`config.mk`:
```
export PLATFORM = sky130hd
export DESIGN_NAME = sample_mean_and_rms_unit_flat
export DESIGN_NICKNAME = d
export VERILOG_FILES = /design/src/hw/rtl/smr_pkg.sv /design/src/hw/rtl/smr_in_if.sv /design/src/hw/rtl/smr_out_if.sv /design/src/hw/rtl/smr_mul.sv /design/src/hw/rtl/smr_div.sv /design/src/hw/rtl/sample_mean_and_rms_unit.sv /design/src/flat_wrapper.sv
export SDC_FILE = /design/constraint.sdc
export NUM_CORES = 2
export LEC_CHECK = 0
export BUFFER_PORTS_ARGS = -buffer_cell sky130_fd_sc_hd__buf_4
export CAP_MARGIN = 20
export CORE_AREA = 2 2 406 448
export DETAILED_ROUTE_END_ITERATION = 8
export DIE_AREA = 0 0 408 450
export PLACE_DENSITY_LB_ADDON = 0.15
export SKIP_CTS_REPAIR_TIMING = 1
export SLEW_MARGIN = 5
export SYNTH_ARGS = -nofsm -noshare
export SYNTH_HDL_FRONTEND = slang
export SYNTH_SLANG_ARGS = --single-unit
```
`constraint.sdc`:
```
create_clock -name clk_i -period 15.35 [get_ports clk_i]
set_input_delay 3.07 -clock clk_i [delete_from_list [all_inputs] [get_ports clk_i]]
set_output_delay 3.07 -clock clk_i [all_outputs]
set_load 0.01 [all_outputs]
```
`src/hw/rtl/smr_pkg.sv`:
```
`default_nettype none

package smr_pkg;

  localparam int unsigned SAMPLE_BITS = 24;
  localparam int unsigned COUNT_BITS  = 17;
  localparam int unsigned MAX_SAMPLES = 65536;
  localparam int unsigned SUM_BITS    = 40;
  localparam int unsigned SQ_BITS     = 63;

  localparam int unsigned MUL_A_BITS   = 64;
  localparam int unsigned MUL_B_BITS   = 40;
  localparam int unsigned MUL_P_BITS   = MUL_A_BITS + MUL_B_BITS;
  localparam int unsigned MUL_CNT_BITS = 6;

  localparam int unsigned DIV_N_BITS   = 80;
  localparam int unsigned DIV_D_BITS   = 34;
  localparam int unsigned DIV_CNT_BITS = 7;

  localparam int unsigned ROOT_IN_BITS  = 64;
  localparam int unsigned ROOT_BITS     = ROOT_IN_BITS / 2;
  localparam int unsigned ROOT_REM_BITS = ROOT_BITS + 2;
  localparam int unsigned ROOT_CNT_BITS = 5;

  localparam logic [SAMPLE_BITS-1:0] EMPTY_CODE = 24'hFC6F00;

  typedef logic [MUL_A_BITS-1:0]   mul_a_t;
  typedef logic [MUL_B_BITS-1:0]   mul_b_t;
  typedef logic [MUL_P_BITS-1:0]   mul_p_t;
  typedef logic [DIV_N_BITS-1:0]   div_n_t;
  typedef logic [DIV_D_BITS-1:0]   div_d_t;
  typedef logic [COUNT_BITS-1:0]   count_t;
  typedef logic [SAMPLE_BITS-1:0]  sample_t;

  typedef enum logic [1:0] {
    STAT_OK    = 2'd0,
    STAT_EMPTY = 2'd1,
    STAT_OVER  = 2'd2
  } status_e;

  typedef enum logic [3:0] {
    ST_IDLE,
    ST_SQR,
    ST_FIN,
    ST_MEAN,
    ST_NSQ,
    ST_SSQ,
    ST_NN,
    ST_VAR,
    ST_ROOT,
    ST_EMIT
  } state_e;

endpackage

`default_nettype wire

```
`src/hw/rtl/smr_in_if.sv`:
```
`default_nettype none

interface smr_in_if;
  logic                                    valid;
  logic                                    ready;
  logic signed [smr_pkg::SAMPLE_BITS-1:0]  sample;
  logic                                    has_sample;
  logic                                    last;

  modport source (output valid, output sample, output has_sample, output last, input ready);
  modport sink   (input valid, input sample, input has_sample, input last, output ready);
endinterface

`default_nettype wire

```
`src/hw/rtl/smr_out_if.sv`:
```
`default_nettype none

interface smr_out_if;
  logic                                    valid;
  logic                                    ready;
  logic signed [smr_pkg::SAMPLE_BITS-1:0]  mean_value;
  logic signed [smr_pkg::SAMPLE_BITS-1:0]  spread_value;
  logic [1:0]                              status;
  logic [smr_pkg::COUNT_BITS-1:0]          sample_count;

  modport source (output valid, output mean_value, output spread_value, output status,
                  output sample_count, input ready);
  modport sink   (input valid, input mean_value, input spread_value, input status,
                  input sample_count, output ready);
endinterface

`default_nettype wire

```
`src/hw/rtl/smr_mul.sv`:
```
`default_nettype none

module smr_mul (
  input  wire                  clk_i,
  input  wire                  rst_ni,
  input  wire                  start_i,
  input  smr_pkg::mul_a_t      mcand_i,
  input  smr_pkg::mul_b_t      mplier_i,
  output logic                 done_o,
  output smr_pkg::mul_p_t      prod_o
);

  localparam logic [smr_pkg::MUL_CNT_BITS-1:0] CntLast =
    smr_pkg::MUL_CNT_BITS'(smr_pkg::MUL_B_BITS - 1);

  logic                              busy_q;
  logic                              done_q;
  logic [smr_pkg::MUL_CNT_BITS-1:0]  cnt_q;
  smr_pkg::mul_a_t                   mcand_q;
  smr_pkg::mul_a_t                   acc_q;
  smr_pkg::mul_b_t                   low_q;
  logic [smr_pkg::MUL_A_BITS:0]      sum;

  assign sum = {1'b0, acc_q} + {1'b0, (low_q[0] ? mcand_q : smr_pkg::mul_a_t'(0))};

  always_ff @(posedge clk_i or negedge rst_ni) begin
    if (!rst_ni) begin
      busy_q <= 1'b0;
      done_q <= 1'b0;
      cnt_q  <= '0;
    end else begin
      done_q <= busy_q && (cnt_q == CntLast) && !start_i;
      if (start_i) begin
        busy_q <= 1'b1;
        cnt_q  <= '0;
      end else if (busy_q) begin
        if (cnt_q == CntLast) begin
          busy_q <= 1'b0;
        end
        cnt_q <= cnt_q + 1'b1;
      end
    end
  end

  always_ff @(posedge clk_i) begin
    if (start_i) begin
      mcand_q <= mcand_i;
      acc_q   <= '0;
      low_q   <= mplier_i;
    end else if (busy_q) begin
      acc_q <= sum[smr_pkg::MUL_A_BITS:1];
      low_q <= {sum[0], low_q[smr_pkg::MUL_B_BITS-1:1]};
    end
  end

  assign done_o = done_q;
  assign prod_o = {acc_q, low_q};

endmodule

`default_nettype wire

```
`src/hw/rtl/smr_div.sv`:
```
`default_nettype none

module smr_div (
  input  wire                  clk_i,
  input  wire                  rst_ni,
  input  wire                  start_i,
  input  smr_pkg::div_n_t      dividend_i,
  input  smr_pkg::div_d_t      divisor_i,
  output logic                 done_o,
  output smr_pkg::div_n_t      quot_o
);

  localparam logic [smr_pkg::DIV_CNT_BITS-1:0] CntLast =
    smr_pkg::DIV_CNT_BITS'(smr_pkg::DIV_N_BITS - 1);

  logic                              busy_q;
  logic                              done_q;
  logic [smr_pkg::DIV_CNT_BITS-1:0]  cnt_q;
  smr_pkg::div_d_t                   dvs_q;
  smr_pkg::div_d_t                   rem_q;
  smr_pkg::div_n_t                   quo_q;
  logic [smr_pkg::DIV_D_BITS:0]      shifted;
  logic [smr_pkg::DIV_D_BITS:0]      diff;
  logic                              ge;

  assign shifted = {rem_q, quo_q[smr_pkg::DIV_N_BITS-1]};
  assign ge      = shifted >= {1'b0, dvs_q};
  assign diff    = shifted - {1'b0, dvs_q};

  always_ff @(posedge clk_i or negedge rst_ni) begin
    if (!rst_ni) begin
      busy_q <= 1'b0;
      done_q <= 1'b0;
      cnt_q  <= '0;
    end else begin
      done_q <= busy_q && (cnt_q == CntLast) && !start_i;
      if (start_i) begin
        busy_q <= 1'b1;
        cnt_q  <= '0;
      end else if (busy_q) begin
        if (cnt_q == CntLast) begin
          busy_q <= 1'b0;
        end
        cnt_q <= cnt_q + 1'b1;
      end
    end
  end

  always_ff @(posedge clk_i) begin
    if (start_i) begin
      dvs_q <= divisor_i;
      rem_q <= '0;
      quo_q <= dividend_i;
    end else if (busy_q) begin
      rem_q <= ge ? diff[smr_pkg::DIV_D_BITS-1:0] : shifted[smr_pkg::DIV_D_BITS-1:0];
      quo_q <= {quo_q[smr_pkg::DIV_N_BITS-2:0], ge};
    end
  end

  assign done_o = done_q;
  assign quot_o = quo_q;

endmodule

`default_nettype wire

```
`src/hw/rtl/sample_mean_and_rms_unit.sv`:
```
`default_nettype none

// Accumulates signed Q15.8 samples into a count, a sum and a sum of squares, and on the
// item that closes the set delivers the mean (truncated toward zero) and the population
// standard deviation (floor root), both Q15.8, with status and sample count. Items are taken
// one at a time: an item with a sample holds off the next until the 40-step shift-add
// multiplier has squared it. Closing a set runs two 80-step bit-serial divisions (mean
// and variance), three 40-step multiplications on the same multiplier and a 32-step
// two-bits-per-cycle square root. An empty set returns -913 for both values with empty
// status; samples beyond 65536 in a set are dropped and flagged in the status. The result
// sits in an output register, so the next set starts while the result waits; a second
// result waits until the first is taken.
module sample_mean_and_rms_unit (
  input  wire          clk_i,
  input  wire          rst_ni,
  smr_in_if.sink       in_i,
  smr_out_if.source    out_o
);

  localparam smr_pkg::count_t CountMax = smr_pkg::COUNT_BITS'(smr_pkg::MAX_SAMPLES);
  localparam logic [smr_pkg::ROOT_CNT_BITS-1:0] RootLast =
    smr_pkg::ROOT_CNT_BITS'(smr_pkg::ROOT_BITS - 1);

  smr_pkg::state_e                     state_q, state_d;
  smr_pkg::count_t                     count_q;
  logic [smr_pkg::SUM_BITS-1:0]        sum_q;
  logic [smr_pkg::SQ_BITS-1:0]         sumsq_q;
  logic                                ovf_q;
  logic                                last_q;

  logic [smr_pkg::SUM_BITS-1:0]        smag_q;
  logic                                neg_q;
  smr_pkg::sample_t                    mean_q;
  smr_pkg::div_n_t                     a_q;
  smr_pkg::div_n_t                     d_q;
  logic [smr_pkg::ROOT_IN_BITS-1:0]    x_q;
  logic [smr_pkg::ROOT_REM_BITS-1:0]   r_q;
  logic [smr_pkg::ROOT_BITS-1:0]       root_q;
  logic [smr_pkg::ROOT_CNT_BITS-1:0]   rcnt_q;

  logic                                out_valid_q;
  smr_pkg::sample_t                    out_mean_q;
  smr_pkg::sample_t                    out_spread_q;
  smr_pkg::status_e                    out_status_q;
  smr_pkg::count_t                     out_count_q;

  logic                                in_fire;
  logic                                take;
  logic                                emit_load;
  smr_pkg::sample_t                    mag;
  logic [smr_pkg::SUM_BITS-1:0]        sum_abs;
  smr_pkg::div_n_t                     sq_prod;

  logic                                mul_start;
  smr_pkg::mul_a_t                     mul_a;
  smr_pkg::mul_b_t                     mul_b;
  logic                                mul_done;
  smr_pkg::mul_p_t                     mul_prod;
  logic                                div_start;
  smr_pkg::div_n_t                     div_dvd;
  smr_pkg::div_d_t                     div_dvs;
  logic                                div_done;
  smr_pkg::div_n_t                     div_quot;

  logic [smr_pkg::ROOT_REM_BITS+1:0]   rr;
  logic [smr_pkg::ROOT_REM_BITS+1:0]   rt;
  logic [smr_pkg::ROOT_REM_BITS+1:0]   rdiff;
  logic                                rge;

  smr_mul u_mul (
    .clk_i    (clk_i),
    .rst_ni   (rst_ni),
    .start_i  (mul_start),
    .mcand_i  (mul_a),
    .mplier_i (mul_b),
    .done_o   (mul_done),
    .prod_o   (mul_prod)
  );

  smr_div u_div (
    .clk_i      (clk_i),
    .rst_ni     (rst_ni),
    .start_i    (div_start),
    .dividend_i (div_dvd),
    .divisor_i  (div_dvs),
    .done_o     (div_done),
    .quot_o     (div_quot)
  );

  assign in_i.ready = (state_q == smr_pkg::ST_IDLE);
  assign in_fire    = in_i.valid && in_i.ready;
  assign take       = in_fire && in_i.has_sample && (count_q != CountMax);
  assign emit_load  = (state_q == smr_pkg::ST_EMIT) && (!out_valid_q || out_o.ready);
  assign mag        = in_i.sample[smr_pkg::SAMPLE_BITS-1]
                      ? (smr_pkg::sample_t'(0) - smr_pkg::sample_t'(in_i.sample))
                      : smr_pkg::sample_t'(in_i.sample);
  assign sum_abs    = sum_q[smr_pkg::SUM_BITS-1] ? ('0 - sum_q) : sum_q;
  assign sq_prod    = mul_prod[smr_pkg::DIV_N_BITS-1:0];

  assign rr    = {r_q, x_q[smr_pkg::ROOT_IN_BITS-1 -: 2]};
  assign rt    = {2'b00, root_q, 2'b01};
  assign rge   = rr >= rt;
  assign rdiff = rr - rt;

  always_ff @(posedge clk_i or negedge rst_ni) begin
    if (!rst_ni) begin
      state_q <= smr_pkg::ST_IDLE;
    end else begin
      state_q <= state_d;
    end
  end

  always_comb begin
    state_d   = state_q;
    mul_start = 1'b0;
    mul_a     = '0;
    mul_b     = '0;
    div_start = 1'b0;
    div_dvd   = '0;
    div_dvs   = '0;
    unique case (state_q)
      smr_pkg::ST_IDLE: begin
        if (take) begin
          mul_start = 1'b1;
          mul_a     = smr_pkg::MUL_A_BITS'(mag);
          mul_b     = smr_pkg::MUL_B_BITS'(mag);
          state_d   = smr_pkg::ST_SQR;
        end else if (in_fire && in_i.last) begin
          state_d = smr_pkg::ST_FIN;
        end
      end
      smr_pkg::ST_SQR: begin
        if (mul_done) begin
          state_d = last_q ? smr_pkg::ST_FIN : smr_pkg::ST_IDLE;
        end
      end
      smr_pkg::ST_FIN: begin
        if (count_q == '0) begin
          state_d = smr_pkg::ST_EMIT;
        end else begin
          div_start = 1'b1;
          div_dvd   = smr_pkg::DIV_N_BITS'(sum_abs);
          div_dvs   = smr_pkg::DIV_D_BITS'(count_q);
          state_d   = smr_pkg::ST_MEAN;
        end
      end
      smr_pkg::ST_MEAN: begin
        if (div_done) begin
          mul_start = 1'b1;
          mul_a     = smr_pkg::MUL_A_BITS'(sumsq_q);
          mul_b     = smr_pkg::MUL_B_BITS'(count_q);
          state_d   = smr_pkg::ST_NSQ;
        end
      end
      smr_pkg::ST_NSQ: begin
        if (mul_done) begin
          mul_start = 1'b1;
          mul_a     = smr_pkg::MUL_A_BITS'(smag_q);
          mul_b     = smag_q;
          state_d   = smr_pkg::ST_SSQ;
        end
      end
      smr_pkg::ST_SSQ: begin
        if (mul_done) begin
          mul_start = 1'b1;
          mul_a     = smr_pkg::MUL_A_BITS'(count_q);
          mul_b     = smr_pkg::MUL_B_BITS'(count_q);
          state_d   = smr_pkg::ST_NN;
        end
      end
      smr_pkg::ST_NN: begin
        if (mul_done) begin
          div_start = 1'b1;
          div_dvd   = d_q;
          div_dvs   = mul_prod[smr_pkg::DIV_D_BITS-1:0];
          state_d   = smr_pkg::ST_VAR;
        end
      end
      smr_pkg::ST_VAR: begin
        if (div_done) begin
          state_d = smr_pkg::ST_ROOT;
        end
      end
      smr_pkg::ST_ROOT: begin
        if (rcnt_q == RootLast) begin
          state_d = smr_pkg::ST_EMIT;
        end
      end
      smr_pkg::ST_EMIT: begin
        if (emit_load) begin
          state_d = smr_pkg::ST_IDLE;
        end
      end
      default: begin
        state_d = smr_pkg::ST_IDLE;
      end
    endcase
  end

  always_ff @(posedge clk_i or negedge rst_ni) begin
    if (!rst_ni) begin
      count_q <= '0;
      sum_q   <= '0;
      sumsq_q <= '0;
      ovf_q   <= 1'b0;
      last_q  <= 1'b0;
      rcnt_q  <= '0;
    end else begin
      if (emit_load) begin
        count_q <= '0;
        sum_q   <= '0;
        sumsq_q <= '0;
        ovf_q   <= 1'b0;
      end else begin
        if (in_fire) begin
          last_q <= in_i.last;
          if (in_i.has_sample) begin
            if (count_q == CountMax) begin
              ovf_q <= 1'b1;
            end else begin
              count_q <= count_q + 1'b1;
              sum_q   <= sum_q + {{(smr_pkg::SUM_BITS - smr_pkg::SAMPLE_BITS)
                                   {in_i.sample[smr_pkg::SAMPLE_BITS-1]}}, in_i.sample};
            end
          end
        end
        if ((state_q == smr_pkg::ST_SQR) && mul_done) begin
          sumsq_q <= sumsq_q + mul_prod[smr_pkg::SQ_BITS-1:0];
        end
      end
      if ((state_q == smr_pkg::ST_VAR) && div_done) begin
        rcnt_q <= '0;
      end else if (state_q == smr_pkg::ST_ROOT) begin
        rcnt_q <= rcnt_q + 1'b1;
      end
    end
  end

  always_ff @(posedge clk_i) begin
    if (state_q == smr_pkg::ST_FIN) begin
      smag_q <= sum_abs;
      neg_q  <= sum_q[smr_pkg::SUM_BITS-1];
    end
    if ((state_q == smr_pkg::ST_MEAN) && div_done) begin
      mean_q <= neg_q ? (smr_pkg::sample_t'(0) - div_quot[smr_pkg::SAMPLE_BITS-1:0])
                      : div_quot[smr_pkg::SAMPLE_BITS-1:0];
    end
    if ((state_q == smr_pkg::ST_NSQ) && mul_done) begin
      a_q <= sq_prod;
    end
    if ((state_q == smr_pkg::ST_SSQ) && mul_done) begin
      d_q <= (a_q < sq_prod) ? '0 : (a_q - sq_prod);
    end
    if ((state_q == smr_pkg::ST_VAR) && div_done) begin
      x_q    <= div_quot[smr_pkg::ROOT_IN_BITS-1:0];
      r_q    <= '0;
      root_q <= '0;
    end else if (state_q == smr_pkg::ST_ROOT) begin
      x_q    <= {x_q[smr_pkg::ROOT_IN_BITS-3:0], 2'b00};
      r_q    <= rge ? rdiff[smr_pkg::ROOT_REM_BITS-1:0] : rr[smr_pkg::ROOT_REM_BITS-1:0];
      root_q <= {root_q[smr_pkg::ROOT_BITS-2:0], rge};
    end
    if (emit_load) begin
      if (count_q == '0) begin
        out_mean_q   <= smr_pkg::EMPTY_CODE;
        out_spread_q <= smr_pkg::EMPTY_CODE;
        out_status_q <= smr_pkg::STAT_EMPTY;
      end else begin
        out_mean_q   <= mean_q;
        out_spread_q <= root_q[smr_pkg::SAMPLE_BITS-1:0];
        out_status_q <= ovf_q ? smr_pkg::STAT_OVER : smr_pkg::STAT_OK;
      end
      out_count_q <= count_q;
    end
  end

  always_ff @(posedge clk_i or negedge rst_ni) begin
    if (!rst_ni) begin
      out_valid_q <= 1'b0;
    end else if (emit_load) begin
      out_valid_q <= 1'b1;
    end else if (out_o.ready) begin
      out_valid_q <= 1'b0;
    end
  end

  assign out_o.valid        = out_valid_q;
  assign out_o.mean_value   = out_mean_q;
  assign out_o.spread_value = out_spread_q;
  assign out_o.status       = out_status_q;
  assign out_o.sample_count = out_count_q;

  a_clear_after_emit: assert property (@(posedge clk_i) disable iff (!rst_ni)
    emit_load |=> (count_q == '0) && (sum_q == '0) && (sumsq_q == '0) && !ovf_q)
    else $error("accumulators not cleared after result");

  a_mul_done_state: assert property (@(posedge clk_i) disable iff (!rst_ni)
    mul_done |-> (state_q == smr_pkg::ST_SQR) || (state_q == smr_pkg::ST_NSQ) ||
                 (state_q == smr_pkg::ST_SSQ) || (state_q == smr_pkg::ST_NN))
    else $error("multiplier finished outside a waiting state");

  a_div_done_state: assert property (@(posedge clk_i) disable iff (!rst_ni)
    div_done |-> (state_q == smr_pkg::ST_MEAN) || (state_q == smr_pkg::ST_VAR))
    else $error("divider finished outside a waiting state");

  a_empty_result: assert property (@(posedge clk_i) disable iff (!rst_ni)
    (out_o.valid && (out_o.status == smr_pkg::STAT_EMPTY)) |->
      (out_o.sample_count == '0) && (out_o.mean_value == smr_pkg::EMPTY_CODE))
    else $error("empty status with inconsistent result");

endmodule

`default_nettype wire

```
`src/flat_wrapper.sv`:
```
// flat-port wrapper written by rule: the top's interface ports become plain ports
module sample_mean_and_rms_unit_flat 
  (clk_i, rst_ni, in_i_valid, in_i_sample, in_i_has_sample, in_i_last, in_i_ready, out_o_valid, out_o_mean_value, out_o_spread_value, out_o_status, out_o_sample_count, out_o_ready);
  smr_in_if in_i_i ();
  smr_out_if out_o_i ();
  input  wire clk_i;
  input  wire rst_ni;
  input wire logic [$bits(in_i_i.valid)-1:0] in_i_valid;
  input wire logic [$bits(in_i_i.sample)-1:0] in_i_sample;
  input wire logic [$bits(in_i_i.has_sample)-1:0] in_i_has_sample;
  input wire logic [$bits(in_i_i.last)-1:0] in_i_last;
  output wire logic [$bits(in_i_i.ready)-1:0] in_i_ready;
  output wire logic [$bits(out_o_i.valid)-1:0] out_o_valid;
  output wire logic [$bits(out_o_i.mean_value)-1:0] out_o_mean_value;
  output wire logic [$bits(out_o_i.spread_value)-1:0] out_o_spread_value;
  output wire logic [$bits(out_o_i.status)-1:0] out_o_status;
  output wire logic [$bits(out_o_i.sample_count)-1:0] out_o_sample_count;
  input wire logic [$bits(out_o_i.ready)-1:0] out_o_ready;
  assign in_i_i.valid = in_i_valid;
  assign in_i_i.sample = in_i_sample;
  assign in_i_i.has_sample = in_i_has_sample;
  assign in_i_i.last = in_i_last;
  assign in_i_ready = in_i_i.ready;
  assign out_o_valid = out_o_i.valid;
  assign out_o_mean_value = out_o_i.mean_value;
  assign out_o_spread_value = out_o_i.spread_value;
  assign out_o_status = out_o_i.status;
  assign out_o_sample_count = out_o_i.sample_count;
  assign out_o_i.ready = out_o_ready;
  sample_mean_and_rms_unit u_core (.clk_i(clk_i), .rst_ni(rst_ni), .in_i(in_i_i), .out_o(out_o_i));
endmodule
```
# Word-level counts from Yosys, hierarchy flattened
# Index checks and enable logic that the tools add are counted.
# word_totals
input_bits	30
ff_bits	887
out_inout_bits	69
# classes
n_eq_ne	24
order_cmp	3
n_mux	76
n_bitwise	1
reduce_logical	33
n_addsub	13
# op_table
op	count
$mux W40	10
$pmux W64 S4	1
$mux W80	3
$mux W64	3
$mux W63	3
$pmux W40 S4	1
$pmux W80 S2	1
$mux W17	8
$mux W34	3
$mux W24	4
$lt A80 B80 Y1	1
$sub A80 B80 Y80	1
$pmux W34 S2	1
$sub A34 B34 Y34	2
$add A64 B64 Y65	1
$add A63 B63 Y63	1
$sub A1 B24 Y24 const A	2
$mux W4	11
$add A40 B40 Y40	1
$pmux W4 S10	1
$sub A1 B40 Y40 const A	1
$ge A36 B34 Y1	1
$ge A35 B34 Y1	1
$add A17 B1 Y17 const B	1
33 further kinds	87

# Logic depth before layout (Yosys ltp)
# logic_depth
depth_word	8
depth_mapped	16

# Cells and area by module
# Synthesis repeated with hierarchy kept, for this count alone.
# unflattened
cells_unflattened	5565
area_unflattened_um2	54897.7
# modules_own_cells
module	area_each_um2	cells_per_inst	n_inst	seq_area_each_um2
sample_mean_and_rms_unit	36098.4	3816	1	15314.7
smr_mul	10261.1	1012	1	4604.4
smr_div	8538.2	737	1	4329.2

# Worst setup path after synthesis
# No wires, ideal clock.
# synth_timing
path_type	input-to-reg
startpoint	in in_i_valid
endpoint	reg u_core.u_mul.mcand_q[0] (enable)
t_arrival_ns	6.059
setup_slack_ns	8.840
cell_stages	7
setup_ns	0.452
path_buffers	3
cell_sequence	nand3_1 nand2b_1 clkbuf_1 and3b_1 inv_1 clkbuf_1 buf_1
# synth_between
elab_chain_len	5
# synth_lines
item	line	source
start: declaration	flat_wrapper.sv:8	input wire logic [$bits(in_i_i.valid)-1:0] in_i_valid;
$logic_and A1 B1 Y1	sample_mean_and_rms_unit.sv:91	assign in_fire = in_i.valid && in_i.ready;
$logic_and A1 B1 Y1 (2 in series)	sample_mean_and_rms_unit.sv:92	assign take = in_fire && in_i.has_sample && (count_q != CountMax);
$mux W1	sample_mean_and_rms_unit.sv:123	if (take) begin
$pmux W1 S3	sample_mean_and_rms_unit.sv:121	unique case (state_q)
via u_core.mul_start	sample_mean_and_rms_unit.sv:54	logic mul_start;
end signal: assignment	smr_mul.sv:47	mcand_q <= mcand_i;
end: declaration	smr_mul.sv:19	smr_pkg::mul_a_t mcand_q;
# The timed path passes the listed nets, and every way through them passes these cells.
# A chain may end at the register's enable or synchronous reset.

# Worst setup path in the final report
# layout_timing
startpoint	reg u_core.state_q[2]
endpoint	out in_i_ready
# layout_between
elab_chain_len	1
# layout_lines
item	line	source
start: declaration	sample_mean_and_rms_unit.sv:24	smr_pkg::state_e state_q, state_d;
start signal: assignment	sample_mean_and_rms_unit.sv:107	state_q <= smr_pkg::ST_IDLE;
start signal: assignment	sample_mean_and_rms_unit.sv:109	state_q <= state_d;
$logic_not A4 Y1	sample_mean_and_rms_unit.sv:90	assign in_i.ready = (state_q == smr_pkg::ST_IDLE);
end: declaration	flat_wrapper.sv:12	output wire logic [$bits(in_i_i.ready)-1:0] in_i_ready;
# No other way between the ends.

==> run_summary.xml <==
<?xml version="1.0" encoding="UTF-8"?>
<metrics>
  <group name="clocking">
    <metric name="clock-root-buffer" unit="">clkbuf_16</metric>
    <metric name="tritoncts" unit="">done</metric>
    <metric name="numClockSinks" unit="">886</metric>
    <metric name="clk_pin_slew" unit="ns">0.06</metric>
    <metric name="clk_latency" unit="ns">0.75</metric>
    <metric name="tritoncts.num_buffers" unit="">103</metric>
    <metric name="clock_tree.buffer_depth" unit="">3</metric>
    <metric name="htreeDepth" unit="">3</metric>
  </group>
  <group name="yosys">
    <metric name="ys_async_sr_fraction" unit="%">16.8</metric>
    <metric name="ys_seq_area_share" unit="%">45.3</metric>
    <metric name="synth_top_flop_cell" unit="">edfxtp_1</metric>
    <metric name="synth_enable_flop_cells" unit="">573</metric>
    <metric name="yosys_register_bits" unit="">886</metric>
    <metric name="mean_area_per_synthesized_cell" unit="sq um">9.35</metric>
    <metric name="ys.warnings.count" unit="">0</metric>
    <metric name="netlist_instances" unit="">5713</metric>
    <metric name="synth_fp_nets" unit="">6069</metric>
    <metric name="post_synth_num_cell_types" unit="">80</metric>
    <metric name="post_synth_instance_area" unit="sq um">53400</metric>
  </group>
  <group name="sta">
    <metric name="report.final.slew_viol_count" unit="">0</metric>
    <metric name="final_worst_path_setup_slack" unit="ns">9.37</metric>
    <metric name="achievable-frequency" unit="MHz">167</metric>
    <metric name="setup-violations-final" unit="">0</metric>
    <metric name="slew-limit-headroom" unit="%">19.7</metric>
    <metric name="fin_worst_skew" unit="ns">0.0687</metric>
    <metric name="min_period" unit="ns">5.98</metric>
    <metric name="min_period_over_period" unit="%">39.0</metric>
    <metric name="setup-tns-final" unit="ns">0</metric>
    <metric name="final.hold.worst_slack" unit="ns">0.462</metric>
    <metric name="tightestPinTransition" unit="ns">1.20</metric>
    <metric name="hold_viol" unit="">0</metric>
    <metric name="rsz0062_at_grt" unit="">false</metric>
  </group>
  <group name="worst_setup_path">
    <metric name="cp-start-kind" unit="">register</metric>
    <metric name="worst_ep_required_time" unit="ns">12.28</metric>
    <metric name="setup.worst_path.start" unit="">u_core.state_q[2]</metric>
    <metric name="critPathKind" unit="">reg2out</metric>
    <metric name="timing.critical_path.fanout_max" unit="">16</metric>
    <metric name="worstRegToRegCells" unit="">14</metric>
    <metric name="worst_setup_path_end" unit="">in_i_ready</metric>
    <metric name="worst_ep_arrival_time" unit="ns">2.91</metric>
    <metric name="reg_to_reg_slack_setup" unit="ns">9.89</metric>
    <metric name="r2r_start" unit="">u_core.u_mul.low_q[16]</metric>
    <metric name="cp-end-kind" unit="">primary output</metric>
    <metric name="reg2reg_to" unit="">u_core.d_q[14]</metric>
  </group>
  <group name="routing">
    <metric name="detailedRoute.firstPassIterationCount" unit="">7</metric>
    <metric name="dr_wl_met2" unit="mm">76.1</metric>
    <metric name="drtAntennaViolNets" unit="">0</metric>
    <metric name="top_layer" unit="">met4</metric>
    <metric name="drt_first_iter_violations" unit="">2857</metric>
    <metric name="routed-via-count" unit="">41803</metric>
    <metric name="routed_wire_length_per_instance" unit="um">20.2</metric>
    <metric name="remaining_drc_errors" unit="">0</metric>
    <metric name="wirelength_met1" unit="mm">76.5</metric>
    <metric name="via_per_instance_ratio" unit="">5.12</metric>
    <metric name="drt-total-wl" unit="mm">165</metric>
    <metric name="met3RoutedLength" unit="mm">7.68</metric>
  </group>
  <group name="pwr">
    <metric name="reported_leakage_power" unit="nW">25.1</metric>
    <metric name="total_power" unit="mW">5.17</metric>
    <metric name="p_per_area" unit="nW/um^2">85.7</metric>
    <metric name="max-vdd-ir-drop" unit="mV">0.0844</metric>
  </group>
  <group name="grt">
    <metric name="grt_start_max_net_pins" unit="">99</metric>
    <metric name="grt_overflow_total" unit="">0</metric>
    <metric name="grt_pass1_wl" unit="mm">253</metric>
    <metric name="antenna_found_initial" unit="">5</metric>
    <metric name="grt_usage" unit="%">17.6</metric>
    <metric name="vias_in_the_first_global_route" unit="">41121</metric>
  </group>
  <group name="floorplan">
    <metric name="die_width" unit="um">408</metric>
    <metric name="coreArea" unit="sq um">179000</metric>
    <metric name="initial_utilization" unit="%">29.9</metric>
    <metric name="num_rows" unit="">163</metric>
    <metric name="floorplan.die_area" unit="sq um">184000</metric>
    <metric name="floorplan.io_pins" unit="">99</metric>
    <metric name="die_y" unit="um">450</metric>
  </group>
  <group name="final_layout">
    <metric name="layout.cells.most_common_list" unit="">nand2_1, edfxtp_1, o21ai_0</metric>
    <metric name="finish.instance_area" unit="sq um">60300</metric>
    <metric name="layout-area-overhead-vs-synth" unit="%">12.9</metric>
    <metric name="final_common_cell" unit="">nand2_1</metric>
    <metric name="final_layout_net_count" unit="">6039</metric>
    <metric name="drive_gt1_share" unit="%">6.79</metric>
  </group>
  <group name="place">
    <metric name="routability_driven_placement_congestion_ratio" unit="">0.862</metric>
    <metric name="post_detail_place_hpwl" unit="mm">123</metric>
    <metric name="placed_area" unit="sq um">56600</metric>
    <metric name="total_of_buffers_placed_on_input_and_output_ports" unit="">98</metric>
    <metric name="detailedPlace.worstSlack" unit="ns">8.75</metric>
  </group>
  <group name="outcome">
    <metric name="outcome" unit="">finished, final reports clean</metric>
  </group>
  <group name="worst_hold_path">
    <metric name="worstHoldPathCells" unit="">2</metric>
    <metric name="hold_path_class" unit="">reg2reg</metric>
  </group>
  <group name="job">
    <metric name="cap_violations" unit="">0</metric>
  </group>
</metrics>
## metrics by stage
stage	util, %	instances
floorplan	-	5713
global placement	31.7	7968
detailed placement	31.7	7968
CTS	33.7	8164
global route	33.7	8167
finish	33.7	8167
## cells in the mapped netlist, drive strengths merged (149+ instances only)
| cell type | instances | area (sq um) |
|---|---|---|
| xnor2 | 208 | 1820 |
| clkbuf | 258 | 968 |
| a21o | 207 | 1550 |
| inv | 253 | 950 |
| a21oi | 422 | 2110 |
| nor2 | 406 | 1520 |
| edfxtp | 573 | 17200 |
| dfrtp | 149 | 3730 |
| o21ai | 456 | 2280 |
| xor2 | 172 | 1510 |
| nand2 | 749 | 2810 |
| dfxtp | 164 | 3280 |
| ha | 321 | 4020 |
## metal layers
metal / global-route usage (%) / vias up
li1: - / 20585
met1: 23.9 / 20179
met2: 28.8 / 845
met3: 2.53 / 194
met4: 5.71 / 0
met5: 0 / -
## registers in the layout, summed over array words and instances (netlist names), 5 cells and up
| register | cells |
|---|---|
| u_core.a_q | 80 |
| u_core.count_q | 17 |
| u_core.d_q | 80 |
| u_core.mean_q | 24 |
| u_core.out_o.mean_value | 24 |
| u_core.out_o.sample_count | 17 |
| u_core.out_o.spread_value | 24 |
| u_core.r_q | 34 |
| u_core.rcnt_q | 5 |
| u_core.root_q | 32 |
| u_core.smag_q | 40 |
| u_core.sum_q | 40 |
| u_core.sumsq_q | 63 |
| u_core.u_div.cnt_q | 7 |
| u_core.u_div.dvs_q | 34 |
| u_core.u_div.quot_o | 80 |
| u_core.u_div.rem_q | 34 |
| u_core.u_mul.acc_q | 64 |
| u_core.u_mul.cnt_q | 6 |
| u_core.u_mul.low_q | 40 |
| u_core.u_mul.mcand_q | 63 |
| u_core.x_q | 64 |
## worst min-delay path by stage
stage | from | end | slack, ns
2_1_floorplan | u_core.sum_q[39] | u_core.neg_q | 0.42
3_3_place_gp | u_core.u_mul.acc_q[63] | u_core.u_mul.acc_q[63] | 0.45
3_5_place_dp | u_core.u_mul.acc_q[63] | u_core.u_mul.acc_q[63] | 0.45
4_1_cts | u_core.u_mul.acc_q[63] | u_core.u_mul.acc_q[63] | 0.46
5_1_grt | u_core.u_mul.acc_q[63] | u_core.u_mul.acc_q[63] | 0.48
6_report | u_core.u_mul.acc_q[42] | u_core.u_mul.acc_q[42] | 0.46
## power by group
group,internal [mW],switching [mW]
sequential,2.51,0.0000000000000000209
combinational,0.0176,0.0362
clock,1.51,1.09
## worst max-delay path: stages, from the launching register on
cell,delay (ns)
dfrtp_1,0.63
nor2_1,0.51
inv_1,0.17
nor3_1,0.62
buf_4,0.24
## logic make-up after synthesis
family / synth area share [%]
adder cells (fa/ha/maj): 7.71
flip-flops: 45.3
XOR/XNOR: 6.23
buffers and inverters: 3.82
AND/OR/NAND/NOR: 16.2
multiplexers: 1.85
AO/OA/AOI/OAI: 18.8
## final cells by class
cell class | instances | area (sq um)
clock inverters | 45 | 639
diodes | 1 | 2.50
inverters | 253 | 957
multi-input cells | 4286 | 27300
well taps | 2392 | 2990
repair buffers | 153 | 1190
clock buffers | 151 | 2970
fillers | 18500 | 119000
flip-flops and latches | 886 | 24200
No activity file was read; power rests on OpenSTA's default activity.
